[config.mk]
export PLATFORM = sky130hd
export DESIGN_NAME = scalar_kalman_filter
export DESIGN_NICKNAME = d
export VERILOG_FILES = /design/src/sv/skf_pkg.sv /design/src/sv/skf_csr.sv /design/src/sv/skf_ctrl.sv /design/src/sv/skf_dp.sv /design/src/sv/scalar_kalman_filter.sv
export SDC_FILE = /design/constraint.sdc
export NUM_CORES = 2
export LEC_CHECK = 0
export ABC_AREA = 1
export BUFFER_PORTS_ARGS = -buffer_cell sky130_fd_sc_hd__buf_2
export CAP_MARGIN = 40
export CORE_MARGIN = 4
export CORE_UTILIZATION = 57
export CTS_BUF_LIST = sky130_fd_sc_hd__clkbuf_8
export DETAILED_ROUTE_END_ITERATION = 10
export PLACE_DENSITY = 0.77
export RECOVER_POWER = 50
export SLEW_MARGIN = 20
export SYNTH_ARGS = -nofsm -noshare
export SYNTH_HDL_FRONTEND = slang
export SYNTH_SLANG_ARGS = --single-unit
[constraint.sdc]
create_clock -name clock -period 10.25 [get_ports clock]
set_input_delay 1.5375 -clock clock [delete_from_list [all_inputs] [get_ports clock]]
set_output_delay 1.5375 -clock clock [all_outputs]
set_load 0.05 [all_outputs]
[src/sv/skf_pkg.sv]
// ---------------------------------------------------------------------------
// skf_pkg
// Shared types, constants and codes for the scalar Kalman filter.
// ---------------------------------------------------------------------------
package skf_pkg;

   // Field and arithmetic widths
   localparam int SAMPLE_BITS    = 12;
   localparam int GAIN_FRAC_BITS = 24;
   localparam int EST_BITS       = 28;
   localparam int EST_FRAC       = 16;
   localparam int VAR_BITS       = 32;
   localparam int GAIN_OUT_BITS  = 25;
   localparam int DIV_STEPS      = GAIN_FRAC_BITS + 1;
   localparam int CNT_BITS       = $clog2(DIV_STEPS);
   localparam int REQ_DATA_BITS  = ((SAMPLE_BITS + 7) / 8) * 8;
   localparam int RSP_DATA_BITS  = ((EST_BITS + GAIN_OUT_BITS + 7) / 8) * 8;
   localparam int CSR_ADDR_BITS  = 4;
   localparam int CSR_DATA_BITS  = 32;

   typedef logic [SAMPLE_BITS-1:0]             smp_type;
   typedef logic [REQ_DATA_BITS-1:0]           req_data_type;
   typedef logic [RSP_DATA_BITS-1:0]           rsp_data_type;
   typedef logic [VAR_BITS-1:0]                var_type;
   typedef logic [VAR_BITS:0]                  den_type;
   typedef logic [VAR_BITS+1:0]                rem_type;
   typedef logic [EST_BITS-1:0]                est_type;
   typedef logic [EST_BITS:0]                  est_sum_type;
   typedef logic [SAMPLE_BITS+EST_FRAC-1:0]    meas_type;
   typedef logic [GAIN_FRAC_BITS:0]            gain_type;
   typedef logic [GAIN_OUT_BITS-1:0]           gain_out_type;
   typedef logic [GAIN_FRAC_BITS+VAR_BITS:0]   prod_type;
   typedef logic [VAR_BITS:0]                  delta_type;
   typedef logic [VAR_BITS+1:0]                xsum_type;
   typedef logic [CNT_BITS-1:0]                cnt_type;
   typedef logic [CSR_ADDR_BITS-1:0]           csr_addr_type;
   typedef logic [CSR_DATA_BITS-1:0]           csr_data_type;

   localparam gain_type GAIN_ONE   = gain_type'(1) << GAIN_FRAC_BITS;
   localparam prod_type ROUND_UP   = (prod_type'(1) << GAIN_FRAC_BITS) - prod_type'(1);
   localparam est_type  EST_MAX    = '1;
   localparam var_type  VAR_MAX    = '1;
   localparam cnt_type  CNT_LAST   = cnt_type'(DIV_STEPS - 1);

   // Register reset values
   localparam var_type Q_RESET  = var_type'(168);
   localparam var_type R_RESET  = var_type'(167772160);
   localparam var_type P0_RESET = var_type'(16777216);
   localparam est_type X0_RESET = est_type'(0);

   // Register indexes (byte address / 4)
   typedef enum logic [1:0] {
      REG_DRIFT_VAR         = 2'd0,
      REG_SENSOR_VAR        = 2'd1,
      REG_INITIAL_VARIANCE  = 2'd2,
      REG_INITIAL_ESTIMATE  = 2'd3
   } reg_index_type;

   // Sequencer states
   typedef enum logic [3:0] {
      ST_IDLE,
      ST_PRED,
      ST_DEN,
      ST_DIV,
      ST_MUL_X,
      ST_UPD_X,
      ST_MUL_P,
      ST_UPD_P,
      ST_DONE
   } state_type;

   // Configuration seen by the datapath
   typedef struct packed {
      var_type q;
      var_type r;
      var_type p0;
      est_type x0;
   } cfg_type;

   // Sequencer strobes to the datapath
   typedef struct packed {
      logic accept;
      logic pred;
      logic den;
      logic div_step;
      logic div_first;
      logic mul_x;
      logic upd_x;
      logic mul_p;
      logic upd_p;
      logic out_load;
   } ctl_type;

endpackage

[src/sv/skf_csr.sv]
// ---------------------------------------------------------------------------
// skf_csr
// APB-style register file: noise variances and initial state values.
// ---------------------------------------------------------------------------
module skf_csr (
   input  logic                  clock,
   input  logic                  reset,
   input  logic                  csr_psel,
   input  logic                  csr_penable,
   input  logic                  csr_pwrite,
   input  skf_pkg::csr_addr_type csr_paddr,
   input  skf_pkg::csr_data_type csr_pwdata,
   output skf_pkg::csr_data_type csr_prdata,
   output logic                  csr_pready,
   output skf_pkg::cfg_type      cfg
);

   skf_pkg::cfg_type       cfg_ff;
   skf_pkg::cfg_type       cfg_in;
   skf_pkg::reg_index_type index;
   logic                   wr_en;

   assign index      = skf_pkg::reg_index_type'(csr_paddr[3:2]);
   assign wr_en      = csr_psel & csr_penable & csr_pwrite;
   assign csr_pready = 1'b1;
   assign cfg        = cfg_ff;

   // Decode the write transfer
   always_comb begin
      cfg_in = cfg_ff;
      if (wr_en) begin
         unique case (index)
            skf_pkg::REG_DRIFT_VAR:         cfg_in.q  = csr_pwdata;
            skf_pkg::REG_SENSOR_VAR:        cfg_in.r  = csr_pwdata;
            skf_pkg::REG_INITIAL_VARIANCE:  cfg_in.p0 = csr_pwdata;
            skf_pkg::REG_INITIAL_ESTIMATE:  cfg_in.x0 = csr_pwdata[skf_pkg::EST_BITS-1:0];
            default:                        cfg_in    = cfg_ff;
         endcase
      end
   end

   // Hold the registers
   always_ff @(posedge clock) begin
      if (reset) begin
         cfg_ff.q  <= skf_pkg::Q_RESET;
         cfg_ff.r  <= skf_pkg::R_RESET;
         cfg_ff.p0 <= skf_pkg::P0_RESET;
         cfg_ff.x0 <= skf_pkg::X0_RESET;
      end else begin
         cfg_ff <= cfg_in;
      end
   end

   // Read back
   always_comb begin
      unique case (index)
         skf_pkg::REG_DRIFT_VAR:         csr_prdata = cfg_ff.q;
         skf_pkg::REG_SENSOR_VAR:        csr_prdata = cfg_ff.r;
         skf_pkg::REG_INITIAL_VARIANCE:  csr_prdata = cfg_ff.p0;
         skf_pkg::REG_INITIAL_ESTIMATE:  csr_prdata = skf_pkg::csr_data_type'(cfg_ff.x0);
         default:                        csr_prdata = '0;
      endcase
   end

endmodule

[src/sv/skf_ctrl.sv]
// ---------------------------------------------------------------------------
// skf_ctrl
// Sequencer: steps one sample through prediction, division and updates.
// ---------------------------------------------------------------------------
module skf_ctrl (
   input  logic             clock,
   input  logic             reset,
   input  logic             req_tvalid,
   output logic             req_tready,
   output logic             rsp_tvalid,
   input  logic             rsp_tready,
   output skf_pkg::ctl_type ctl
);

   skf_pkg::state_type state_ff;
   skf_pkg::state_type state_in;
   skf_pkg::cnt_type   cnt_ff;
   skf_pkg::cnt_type   cnt_in;
   logic               rsp_valid_ff;
   logic               rsp_valid_in;
   logic               slot_free;

   assign slot_free  = ~rsp_valid_ff | rsp_tready;
   assign rsp_tvalid = rsp_valid_ff;

   // Next state
   always_comb begin
      state_in = state_ff;
      unique case (state_ff)
         skf_pkg::ST_IDLE:  if (req_tvalid) state_in = skf_pkg::ST_PRED;
         skf_pkg::ST_PRED:  state_in = skf_pkg::ST_DEN;
         skf_pkg::ST_DEN:   state_in = skf_pkg::ST_DIV;
         skf_pkg::ST_DIV:   if (cnt_ff == skf_pkg::CNT_LAST) state_in = skf_pkg::ST_MUL_X;
         skf_pkg::ST_MUL_X: state_in = skf_pkg::ST_UPD_X;
         skf_pkg::ST_UPD_X: state_in = skf_pkg::ST_MUL_P;
         skf_pkg::ST_MUL_P: state_in = skf_pkg::ST_UPD_P;
         skf_pkg::ST_UPD_P: state_in = skf_pkg::ST_DONE;
         skf_pkg::ST_DONE:  if (slot_free) state_in = skf_pkg::ST_IDLE;
         default:           state_in = skf_pkg::ST_IDLE;
      endcase
   end

   // Outputs
   always_comb begin
      ctl        = '0;
      req_tready = 1'b0;
      unique case (state_ff)
         skf_pkg::ST_IDLE: begin
            req_tready = 1'b1;
            ctl.accept = req_tvalid;
         end
         skf_pkg::ST_PRED:  ctl.pred = 1'b1;
         skf_pkg::ST_DEN:   ctl.den  = 1'b1;
         skf_pkg::ST_DIV: begin
            ctl.div_step  = 1'b1;
            ctl.div_first = (cnt_ff == '0);
         end
         skf_pkg::ST_MUL_X: ctl.mul_x    = 1'b1;
         skf_pkg::ST_UPD_X: ctl.upd_x    = 1'b1;
         skf_pkg::ST_MUL_P: ctl.mul_p    = 1'b1;
         skf_pkg::ST_UPD_P: ctl.upd_p    = 1'b1;
         skf_pkg::ST_DONE:  ctl.out_load = slot_free;
         default:           ctl          = '0;
      endcase
   end

   // Step counter and result valid
   always_comb begin
      cnt_in = cnt_ff;
      if (state_ff == skf_pkg::ST_DEN) begin
         cnt_in = '0;
      end else if (state_ff == skf_pkg::ST_DIV) begin
         cnt_in = cnt_ff + skf_pkg::cnt_type'(1);
      end
      rsp_valid_in = rsp_valid_ff;
      if (ctl.out_load) begin
         rsp_valid_in = 1'b1;
      end else if (rsp_tready) begin
         rsp_valid_in = 1'b0;
      end
   end

   always_ff @(posedge clock) begin
      if (reset) begin
         state_ff     <= skf_pkg::ST_IDLE;
         cnt_ff       <= '0;
         rsp_valid_ff <= 1'b0;
      end else begin
         state_ff     <= state_in;
         cnt_ff       <= cnt_in;
         rsp_valid_ff <= rsp_valid_in;
      end
   end

endmodule

[src/sv/skf_dp.sv]
// ---------------------------------------------------------------------------
// skf_dp
// Datapath: filter state, restoring divider and one shared multiplier.
// ---------------------------------------------------------------------------
module skf_dp (
   input  logic                  clock,
   input  logic                  reset,
   input  skf_pkg::ctl_type      ctl,
   input  skf_pkg::cfg_type      cfg,
   input  skf_pkg::smp_type      req_sample,
   input  logic                  req_restart,
   output skf_pkg::est_type      rsp_estimate,
   output skf_pkg::gain_out_type rsp_gain
);

   // Filter state (reset to the register reset values)
   skf_pkg::est_type      x_ff,        x_in;
   skf_pkg::var_type      p_ff,        p_in;
   // Working registers
   skf_pkg::smp_type      smp_ff;
   skf_pkg::var_type      p1_ff;
   skf_pkg::den_type      den_ff;
   logic                  den_zero_ff;
   skf_pkg::rem_type      rem_ff,      rem_in;
   skf_pkg::gain_type     quo_ff;
   skf_pkg::est_type      mag_ff;
   logic                  neg_ff;
   skf_pkg::prod_type     prod_ff;
   skf_pkg::est_type      est_out_ff;
   skf_pkg::gain_out_type gain_out_ff;

   skf_pkg::den_type      p_sum;
   skf_pkg::meas_type     meas_full;
   skf_pkg::est_type      meas;
   skf_pkg::rem_type      trial;
   logic                  ge;
   skf_pkg::gain_type     gain;
   skf_pkg::gain_type     mul_a;
   skf_pkg::var_type      mul_b;
   skf_pkg::prod_type     rnd_prod;
   skf_pkg::delta_type    delta;
   skf_pkg::xsum_type     xsum;

   function automatic skf_pkg::meas_type req_sample_ext(input skf_pkg::smp_type s);
      return skf_pkg::meas_type'(s);
   endfunction

   assign rsp_estimate = est_out_ff;
   assign rsp_gain     = gain_out_ff;

   // Prediction: saturating variance growth and measurement magnitude
   assign p_sum     = skf_pkg::den_type'(p_ff) + skf_pkg::den_type'(cfg.q);
   assign meas_full = skf_pkg::meas_type'(req_sample_ext(smp_ff)) << skf_pkg::EST_FRAC;
   assign meas      = (meas_full > skf_pkg::meas_type'(skf_pkg::EST_MAX)) ?
                      skf_pkg::EST_MAX : skf_pkg::est_type'(meas_full);

   // One restoring division step: compare, subtract, shift in a quotient bit
   assign trial  = ctl.div_first ? rem_ff : (rem_ff << 1);
   assign ge     = (trial >= skf_pkg::rem_type'(den_ff));
   assign rem_in = ge ? (trial - skf_pkg::rem_type'(den_ff)) : trial;
   assign gain   = den_zero_ff ? '0 : quo_ff;

   // Shared multiplier operands
   always_comb begin
      if (ctl.mul_p) begin
         mul_a = skf_pkg::GAIN_ONE - gain;
         mul_b = p1_ff;
      end else begin
         mul_a = gain;
         mul_b = skf_pkg::var_type'(mag_ff);
      end
   end

   // Estimate update: round toward minus infinity, then clamp
   assign rnd_prod = prod_ff + (neg_ff ? skf_pkg::ROUND_UP : '0);
   assign delta    = skf_pkg::delta_type'(rnd_prod >> skf_pkg::GAIN_FRAC_BITS);
   assign xsum     = skf_pkg::xsum_type'(x_ff) + skf_pkg::xsum_type'(delta);

   always_comb begin
      x_in = x_ff;
      p_in = p_ff;
      if (ctl.accept && req_restart) begin
         x_in = cfg.x0;
         p_in = cfg.p0;
      end else if (ctl.upd_x) begin
         if (neg_ff) begin
            x_in = (delta > skf_pkg::delta_type'(x_ff)) ?
                   '0 : skf_pkg::est_type'(skf_pkg::delta_type'(x_ff) - delta);
         end else begin
            x_in = (xsum > skf_pkg::xsum_type'(skf_pkg::EST_MAX)) ?
                   skf_pkg::EST_MAX : skf_pkg::est_type'(xsum);
         end
      end else if (ctl.upd_p) begin
         p_in = skf_pkg::var_type'(prod_ff >> skf_pkg::GAIN_FRAC_BITS);
      end
   end

   // Filter state
   always_ff @(posedge clock) begin
      if (reset) begin
         x_ff <= skf_pkg::X0_RESET;
         p_ff <= skf_pkg::P0_RESET;
      end else begin
         x_ff <= x_in;
         p_ff <= p_in;
      end
   end

   // Working registers
   always_ff @(posedge clock) begin
      if (ctl.accept) begin
         smp_ff <= req_sample;
      end
      if (ctl.pred) begin
         p1_ff  <= p_sum[skf_pkg::VAR_BITS] ? skf_pkg::VAR_MAX :
                   skf_pkg::var_type'(p_sum);
         neg_ff <= (meas < x_ff);
         mag_ff <= (meas < x_ff) ? (x_ff - meas) : (meas - x_ff);
      end
      if (ctl.den) begin
         den_ff      <= skf_pkg::den_type'(p1_ff) + skf_pkg::den_type'(cfg.r);
         den_zero_ff <= (p1_ff == '0) && (cfg.r == '0);
         rem_ff      <= skf_pkg::rem_type'(p1_ff);
      end
      if (ctl.div_step) begin
         rem_ff <= rem_in;
         quo_ff <= {quo_ff[skf_pkg::GAIN_FRAC_BITS-1:0], ge};
      end
      if (ctl.mul_x || ctl.mul_p) begin
         prod_ff <= skf_pkg::prod_type'(mul_a) * skf_pkg::prod_type'(mul_b);
      end
      if (ctl.out_load) begin
         est_out_ff  <= x_ff;
         gain_out_ff <= skf_pkg::gain_out_type'(gain);
      end
   end

endmodule

[src/sv/scalar_kalman_filter.sv]
// ---------------------------------------------------------------------------
// scalar_kalman_filter
// One-dimensional Kalman filter in fixed point, one sensor sample a transfer.
// ---------------------------------------------------------------------------
//  channel  direction  ports           payload
//  req      in         req_t*          tdata: sample; tuser: restart
//  rsp      out        rsp_t*          tdata: estimate, gain
//  csr      in/out     csr_p*          drift variance, sensor variance,
//                                      initial_variance, initial_estimate
//
//  A sample runs through these steps from one req transfer to the next: accept,
//  prediction and denominator, 25 steps of the restoring gain divider, two passes
//  through the shared multiplier with their updates, and one output load.
//  Reset (synchronous) reloads the registers and the state from their reset
//  values. A result waits in the output register while req is taken again;
//  a stalled rsp holds the sequencer in its last cycle.
// ---------------------------------------------------------------------------
module scalar_kalman_filter (
   input  logic                  clock,
   input  logic                  reset,
   input  logic                  req_tvalid,
   output logic                  req_tready,
   input  skf_pkg::req_data_type req_tdata,   // [11:0] sample
   input  logic                  req_tuser,   // [0] restart
   output logic                  rsp_tvalid,
   input  logic                  rsp_tready,
   output skf_pkg::rsp_data_type rsp_tdata,   // [27:0] estimate, [52:28] gain
   input  logic                  csr_psel,
   input  logic                  csr_penable,
   input  logic                  csr_pwrite,
   input  skf_pkg::csr_addr_type csr_paddr,
   input  skf_pkg::csr_data_type csr_pwdata,
   output skf_pkg::csr_data_type csr_prdata,
   output logic                  csr_pready
);

   skf_pkg::cfg_type      cfg;
   skf_pkg::ctl_type      ctl;
   skf_pkg::est_type      rsp_estimate;
   skf_pkg::gain_out_type rsp_gain;

   // Pack the result transfer
   assign rsp_tdata = skf_pkg::rsp_data_type'({rsp_gain, rsp_estimate});

   skf_csr u_csr (
      .clock       (clock),
      .reset       (reset),
      .csr_psel    (csr_psel),
      .csr_penable (csr_penable),
      .csr_pwrite  (csr_pwrite),
      .csr_paddr   (csr_paddr),
      .csr_pwdata  (csr_pwdata),
      .csr_prdata  (csr_prdata),
      .csr_pready  (csr_pready),
      .cfg         (cfg)
   );

   skf_ctrl u_ctrl (
      .clock      (clock),
      .reset      (reset),
      .req_tvalid (req_tvalid),
      .req_tready (req_tready),
      .rsp_tvalid (rsp_tvalid),
      .rsp_tready (rsp_tready),
      .ctl        (ctl)
   );

   skf_dp u_dp (
      .clock        (clock),
      .reset        (reset),
      .ctl          (ctl),
      .cfg          (cfg),
      .req_sample   (req_tdata[skf_pkg::SAMPLE_BITS-1:0]),
      .req_restart  (req_tuser),
      .rsp_estimate (rsp_estimate),
      .rsp_gain     (rsp_gain)
   );

endmodule
# Word level (Yosys, flattened, before mapping)

Cells that the tools add are included.

Bits in registers: 470
Input port bits: 60
Output and inout port bits: 91
Word-level logic and storage cells: 110

Add/sub/neg operators: 10
Multipliers: 1
Magnitude comparators: 5
Equality and inequality tests: 16
Muxes and demuxes: 35
Bitwise operators: 4
Reduce and logical (&&, ||, !) cells: 19

Operators with widths:

| operator                                                                           | count |
|---|---|
| 28-bit 2-to-1 mux                                                                  | 7 |
| 34-bit 2-to-1 mux                                                                  | 4 |
| 32-bit 2-to-1 mux                                                                  | 4 |
| 32-bit one-hot mux with 4 select lines                                             | 1 |
| 28-bit subtractor                                                                  | 3 |
| 32-bit by 32-bit adder with 33-bit output                                          | 2 |
| 32-bit zero test                                                                   | 2 |
| 57-bit by 24-bit adder with 57-bit output                                          | 1 |
| 25-bit by 32-bit multiplier with 57-bit output                                     | 1 |
| 25-bit 2-to-1 mux                                                                  | 2 |
| 4-bit one-hot mux with 9 select lines                                              | 1 |
| 28-bit by 33-bit adder with 34-bit output                                          | 1 |
| 34-bit by 33-bit >= comparator with 1-bit output                                   | 1 |
| 34-bit by 28-bit greater-than comparator with 1-bit output (second input constant) | 1 |
| 34-bit by 33-bit subtractor with 34-bit output                                     | 1 |
| 33-bit by 28-bit greater-than comparator with 1-bit output                         | 1 |
| 28-bit greater-than comparator (second input constant)                             | 1 |
| 28-bit < comparator                                                                | 1 |
| 25-bit subtractor (first input constant)                                           | 1 |
| 24-bit 2-to-1 mux                                                                  | 1 |
| 4-bit by 3-bit equality test with 1-bit output (second input constant)             | 4 |
| 4-bit 2-to-1 mux                                                                   | 3 |
| 1-bit 2-to-1 mux                                                                   | 11 |
| 2-bit AND reduction                                                                | 5 |
| other kinds (21)                                                                   | 30 |

# Depth between registers and ports, before layout

Word-level depth: 8
Depth in mapped cells: 46
Gate-level depth less buffers: 45

# By module

Synthesis repeated with hierarchy kept, for this count alone.

Cells, all modules: 7426
Area, all modules: 57659.0 um^2

Modules (own cells, without submodules):

| module               | instances | cells an instance | area each (um^2) | seq. area each (um^2) |
|---|---|---|---|---|
| skf_dp               | 1         | 6442              | 51235.4          | 9489.1 |
| skf_csr              | 1         | 886               | 5765.5           | 2482.4 |
| skf_ctrl             | 1         | 94                | 631.9            | 200.2 |
| scalar_kalman_filter | 1         | 4                 | 26.3             | 0.0 |

# Least setup slack after synthesis

Ideal clock, no wire load.

Path type: flip-flop to flip-flop
Start point: reg u_ctrl.state_ff[3]
End point: reg u_dp.prod_ff[53], data pin
Library setup time: 0.257 ns
Arrival time: 10.320 ns
Data required time: 9.993 ns
Setup slack: -0.327 ns
Cell stages (with the launch flop): 36
Path buffers: 3
Clock period less this slack: 10.577 ns
Cell sequence: dfxtp_1 > inv_1 > nand2_1 > nor2_1 > nand2_1 > buf_2 > clkbuf_1 > a21oi_1 > clkbuf_1 > nor2_1 > fa_1 > fa_1 > inv_1 > fa_1 > fa_1 > inv_1 > fa_1 > fa_1 > inv_1 > fa_1 > inv_1 > ha_1 > a21oi_1 > inv_1 > a21oi_1 > inv_1 > a21boi_0 > nor2_1 > nor2_1 > nand3_1 > a21o_1 > a21o_1 > a21boi_0 > o21ai_0 > nand2_1 > nand2_1

Cells in the longest elaborated chain, start to end: 4
Elaborated cells on any way between the ends: 5
Classes of those cells: 1 x mul; 1 x eq/ne; 3 x mux

RTL lines:

| item                                                   | RTL line       | RTL |
|---|---|---|
| start, declared                                        | skf_ctrl.sv:15 | `skf_pkg::state_type state_ff;` |
| start signal, assigned                                 | skf_ctrl.sv:85 | `state_ff <= skf_pkg::ST_IDLE;` |
| start signal, assigned                                 | skf_ctrl.sv:89 | `state_ff <= state_in;` |
| 4-bit by 3-bit equality test with 1-bit output *       | skf_ctrl.sv:47 | `unique case (state_ff)` |
| 1-bit 2-to-1 mux *                                     | skf_ctrl.sv:47 |  |
| 25-bit 2-to-1 mux or 32-bit 2-to-1 mux (tied branches) | skf_dp.sv:65   | `if (ctl.mul_p) begin` |
| 25-bit by 32-bit multiplier with 57-bit output *       | skf_dp.sv:130  | `prod_ff <= skf_pkg::prod_type'(mul_a) * skf_pkg::prod_type'(mul_b);` |
| end signal, assigned                                   | skf_dp.sv:130  |  |
| end, declared                                          | skf_dp.sv:28   | `skf_pkg::prod_type prod_ff;` |

Every way passes the cells marked *; elsewhere a longest branch is shown, timed or not.
A chain may end at the register's enable or synchronous reset.

# Worst setup path in the final report

Start point: reg u_dp.den_zero_ff
End point: reg u_dp.prod_ff[56], data pin

Cells in the longest elaborated chain, start to end: 4

RTL lines:

| item                                             | RTL line      | RTL |
|---|---|---|
| start, declared                                  | skf_dp.sv:23  | `logic den_zero_ff;` |
| start signal, assigned                           | skf_dp.sv:122 | `den_zero_ff <= (p1_ff == '0) && (cfg.r == '0);` |
| 25-bit 2-to-1 mux *                              | skf_dp.sv:61  | `assign gain = den_zero_ff ? '0 : quo_ff;` |
| 25-bit subtractor                                | skf_dp.sv:66  | `mul_a = skf_pkg::GAIN_ONE - gain;` |
| 25-bit 2-to-1 mux *                              | skf_dp.sv:65  |  |
| 25-bit by 32-bit multiplier with 57-bit output * | skf_dp.sv:130 |  |

Marked as above.

==> impl_metrics.toml <==
[yosys]
synth.largest_area_cell = "fa_1"
yosysWarnings = 0
async_flop_share_pct = 0
synthTopCellsByArea = "fa_1 (25%), edfxtp_1 (15%), nand2_1 (10%)"
synth_area_um2 = 56600
syn_inst = 7263
synth_ff_type = "edfxtp_1"
synth_top_area_share_pct = 24.5
syn_area_per_cell_um2 = 7.79
synth-seq-cells = 470
synth-edff-count = 276
synth_cell_types = 65
seq_area_frac_synth_pct = 21.5

[floorplanning]
die_h_um = 323
core_area_um2 = 98400
fp-row-count = 115
dieArea_um2 = 104000
initial_core_util_pct = 57.5
num_io_pins = 151
dieWidth_um = 323

[placement]
port_buffers = 140
hpwl_um = 156000
gp_congestion = 1.02

[worst_setup_path]
cp_slowest_stage_delay_ns = 0.73
critical_path.slowest_cell = "clkinv_1"
r2r_end = "u_dp.prod_ff[56]"
critPathMaxFanout = 25
reg2reg_slack_ns = 0.53
worst_path_most_repeated_cell = "fa_1"
cp-end-kind = "flop"
rr_startpoint = "u_dp.den_zero_ff"
cp-startpoint = "u_dp.den_zero_ff"
crit_path_end = "u_dp.prod_ff[56]"
startpoint_type = "flop"
critical_path_class = "reg2reg"
cp.arrival_ns = 10.16
critPathRequiredTime_ns = 10.69
r2r_cells = 32

[sta]
min_period_ns = 9.72
relSlewSlack_pct = -133
rsz0062_at_grt = "no"
worstMarginPinSlew_ns = 3.50
finalHoldViolations = 0
finClkSkew_ns = 0.0598
fmax_mhz = 103
fin_crit_sh_pct = 94.9
slew_violations = 438
setup-tns-final_ns = 0
setup_viol = 0

[drt]
ant_nets = 0
avgViaCountPerCell = 5.85
drc_errors = 0
num_vias = 50900
drt-initial-drc-count = 5615
dr.pass1.iters = 6
wirelength_um = 193000
wire_per_inst_um = 22.2

[clocking]
cts_resized = 0
cts_tree = "built"
clk_latency_ns = 0.74
cts_buffer_depth = 3
clockRootBuffer = "clkbuf_8"
cts_inserted_buffers = 83
htree_levels = 3
post_cts_buffers = 0
cts.sinks = 470
holdBufCountCts = 0
cts.clk_slew.worst_paths_ns = 0.07

[global_route]
gr-usage-all-layers_pct = 37.1
grt_pass1_wl_um = 295000
grt_pass1_vias = 49600
grt_max_degree = 107
grt.overflow.total = 0
antenna_found_initial = 12

[layout]
final_layout_size_suffix_gt1_share_pct = 6.39
n_fill_cell = 8757
syn2layout_area_growth_pct = 7.01
fin_nets = 8529

[run_status]
violations = "max-capacitance violations, max-slew violations"
run_status = "finished, violations left"

[run]
cap_violations = 10

[hold_path]
hp-class = "reg2reg"
==> cells in the mapped netlist, types with 9 or more instances <==
cell type,n
o21ai_0,403
o21bai_1,17
o21ai_2,13
edfxtp_1,276
a21o_1,18
a21oi_1,394
nand2_2,11
or2_2,37
nor4_1,44
nand3_1,176
clkinv_1,28
nor3_1,55
nand2_1,1563
nand4_1,46
inv_1,1349
o221ai_1,9
xor2_1,149
nor2_1,807
inv_2,13
nand3b_1,9
o21ai_1,18
nor2_2,10
clkbuf_1,178
o21a_1,9
o2111ai_1,28
buf_2,50
o211ai_1,10
xnor2_1,66
fa_1,693
buf_6,9
ha_1,421
dfxtp_1,194
a31oi_1,66
==> critical path: cells and delay by family, from the launching register on <==
| family | cells | cell delay, ns |
|---|---|---|
| flops | 1 | 0.51 |
| simple gates | 9 | 1.67 |
| xor+xnor | 1 | 0.14 |
| compound gates | 6 | 1.45 |
| buf+inv | 7 | 1.37 |
| fa+ha+maj | 9 | 4.29 |
==> stage by stage <==
| step | instance area, um^2 | instances | setup slack [ns] | hold slack (ns) | util, % |
|---|---|---|---|---|---|
| after floorplan | 56600 | 7265 | 0.749 | 0.427 | - |
| after global placement | 58800 | 8551 | 0.769 | 0.431 | 59.7 |
| after detailed placement | 58800 | 8554 | 0.634 | 0.436 | 59.8 |
| after CTS | 60600 | 8705 | 0.552 | 0.452 | 61.6 |
| after global routing | 60600 | 8709 | 0.0530 | 0.462 | 61.5 |
| final | 60600 | 8712 | 0.526 | 0.455 | 61.6 |
==> sequential cells by signal, indices dropped and copies added (netlist names) <==
name               count
u_dp.quo_ff           25
u_dp.rsp_gain         25
u_dp.x_ff             28
u_ctrl.state_ff        4
u_dp.den_zero_ff       1
u_csr.cfg            124
u_dp.smp_ff           12
u_dp.rem_ff           34
u_dp.p1_ff            32
u_dp.den_ff           33
u_ctrl.cnt_ff          5
u_dp.p_ff             32
u_dp.rsp_estimate     28
u_ctrl.rsp_tvalid      1
u_dp.mag_ff           28
u_dp.prod_ff          57
u_dp.neg_ff            1
==> placed cells by master (no fill, tap or decap), drive strengths merged, types with 4 or more instances in the layout <==
| master | instances |
|---|---|
| clkbuf | 121 |
| a211oi | 6 |
| inv | 1392 |
| conb | 4 |
| clkinv | 48 |
| o211ai | 10 |
| o21ai | 434 |
| buf | 230 |
| nand3b | 9 |
| o21a | 9 |
| nand3 | 182 |
| o2111ai | 28 |
| dfxtp | 194 |
| o22ai | 5 |
| nand2 | 1577 |
| bufinv | 5 |
| o21bai | 17 |
| a21boi | 10 |
| a221oi | 6 |
| ha | 421 |
| fa | 693 |
| nor2 | 819 |
| diode | 4 |
| or2 | 37 |
| edfxtp | 276 |
| a21oi | 397 |
| mux2i | 8 |
| nand4 | 47 |
| xor2 | 149 |
| a31oi | 66 |
| nor4 | 46 |
| a21o | 18 |
| o221ai | 9 |
| xnor2 | 66 |
| nor3 | 61 |
==> kinds of logic after synthesis <==
family	count (synthesis)	synth area share [%]
muxes	8	0.141
xor gates and xnor gates	215	3.33
DFF	470	21.5
other	2	0.0133
and+or+nand+nor	2784	20.0
AOI/OAI and AO/OA	1027	10.0
adders and majority gates	1114	33.8
buffers and inverters	1643	11.2
==> worst min-delay path by stage <==
| stage | startpoint | endpoint | slack, ns | depth (start not counted) |
|---|---|---|---|---|
| 2_1_floorplan | u_dp.quo_ff[9] | u_dp.quo_ff[10] | 0.43 | 0 |
| 3_3_place_gp | u_dp.quo_ff[14] | u_dp.quo_ff[15] | 0.43 | 0 |
| 3_5_place_dp | u_dp.quo_ff[13] | u_dp.quo_ff[14] | 0.44 | 0 |
| 4_1_cts | u_dp.quo_ff[13] | u_dp.quo_ff[14] | 0.45 | 0 |
| 5_1_grt | u_dp.quo_ff[3] | u_dp.quo_ff[4] | 0.46 | 0 |
| 6_report | u_dp.quo_ff[13] | u_dp.quo_ff[14] | 0.45 | 0 |
==> metal layers <==
layer	vias up	GRT usage, %	wire length, um
met3	578	10.5	24600
met4	10	14.7	9700
met1	24500	50.7	75800
met2	3000	56.3	83000
met5	-	0	59
li1	22900	-	-
==> layout make-up <==
class / instances / area [um^2] / share of cell area [%]
clock inverter: 56 / 434 / 0.717
sequential: 470 / 12200 / 20.1
inverter: 1392 / 5240 / 8.64
tap: 1287 / 1610 / 2.66
antenna: 4 / 10.0 / 0.0165
timing repair buffer: 256 / 1600 / 2.65
multi-input combinational: 5152 / 38200 / 63.1
clock buffer: 95 / 1310 / 2.16
Power is not shown: default switching activity piles up to over one toggle a cycle in this logic, so the estimate is an artifact.
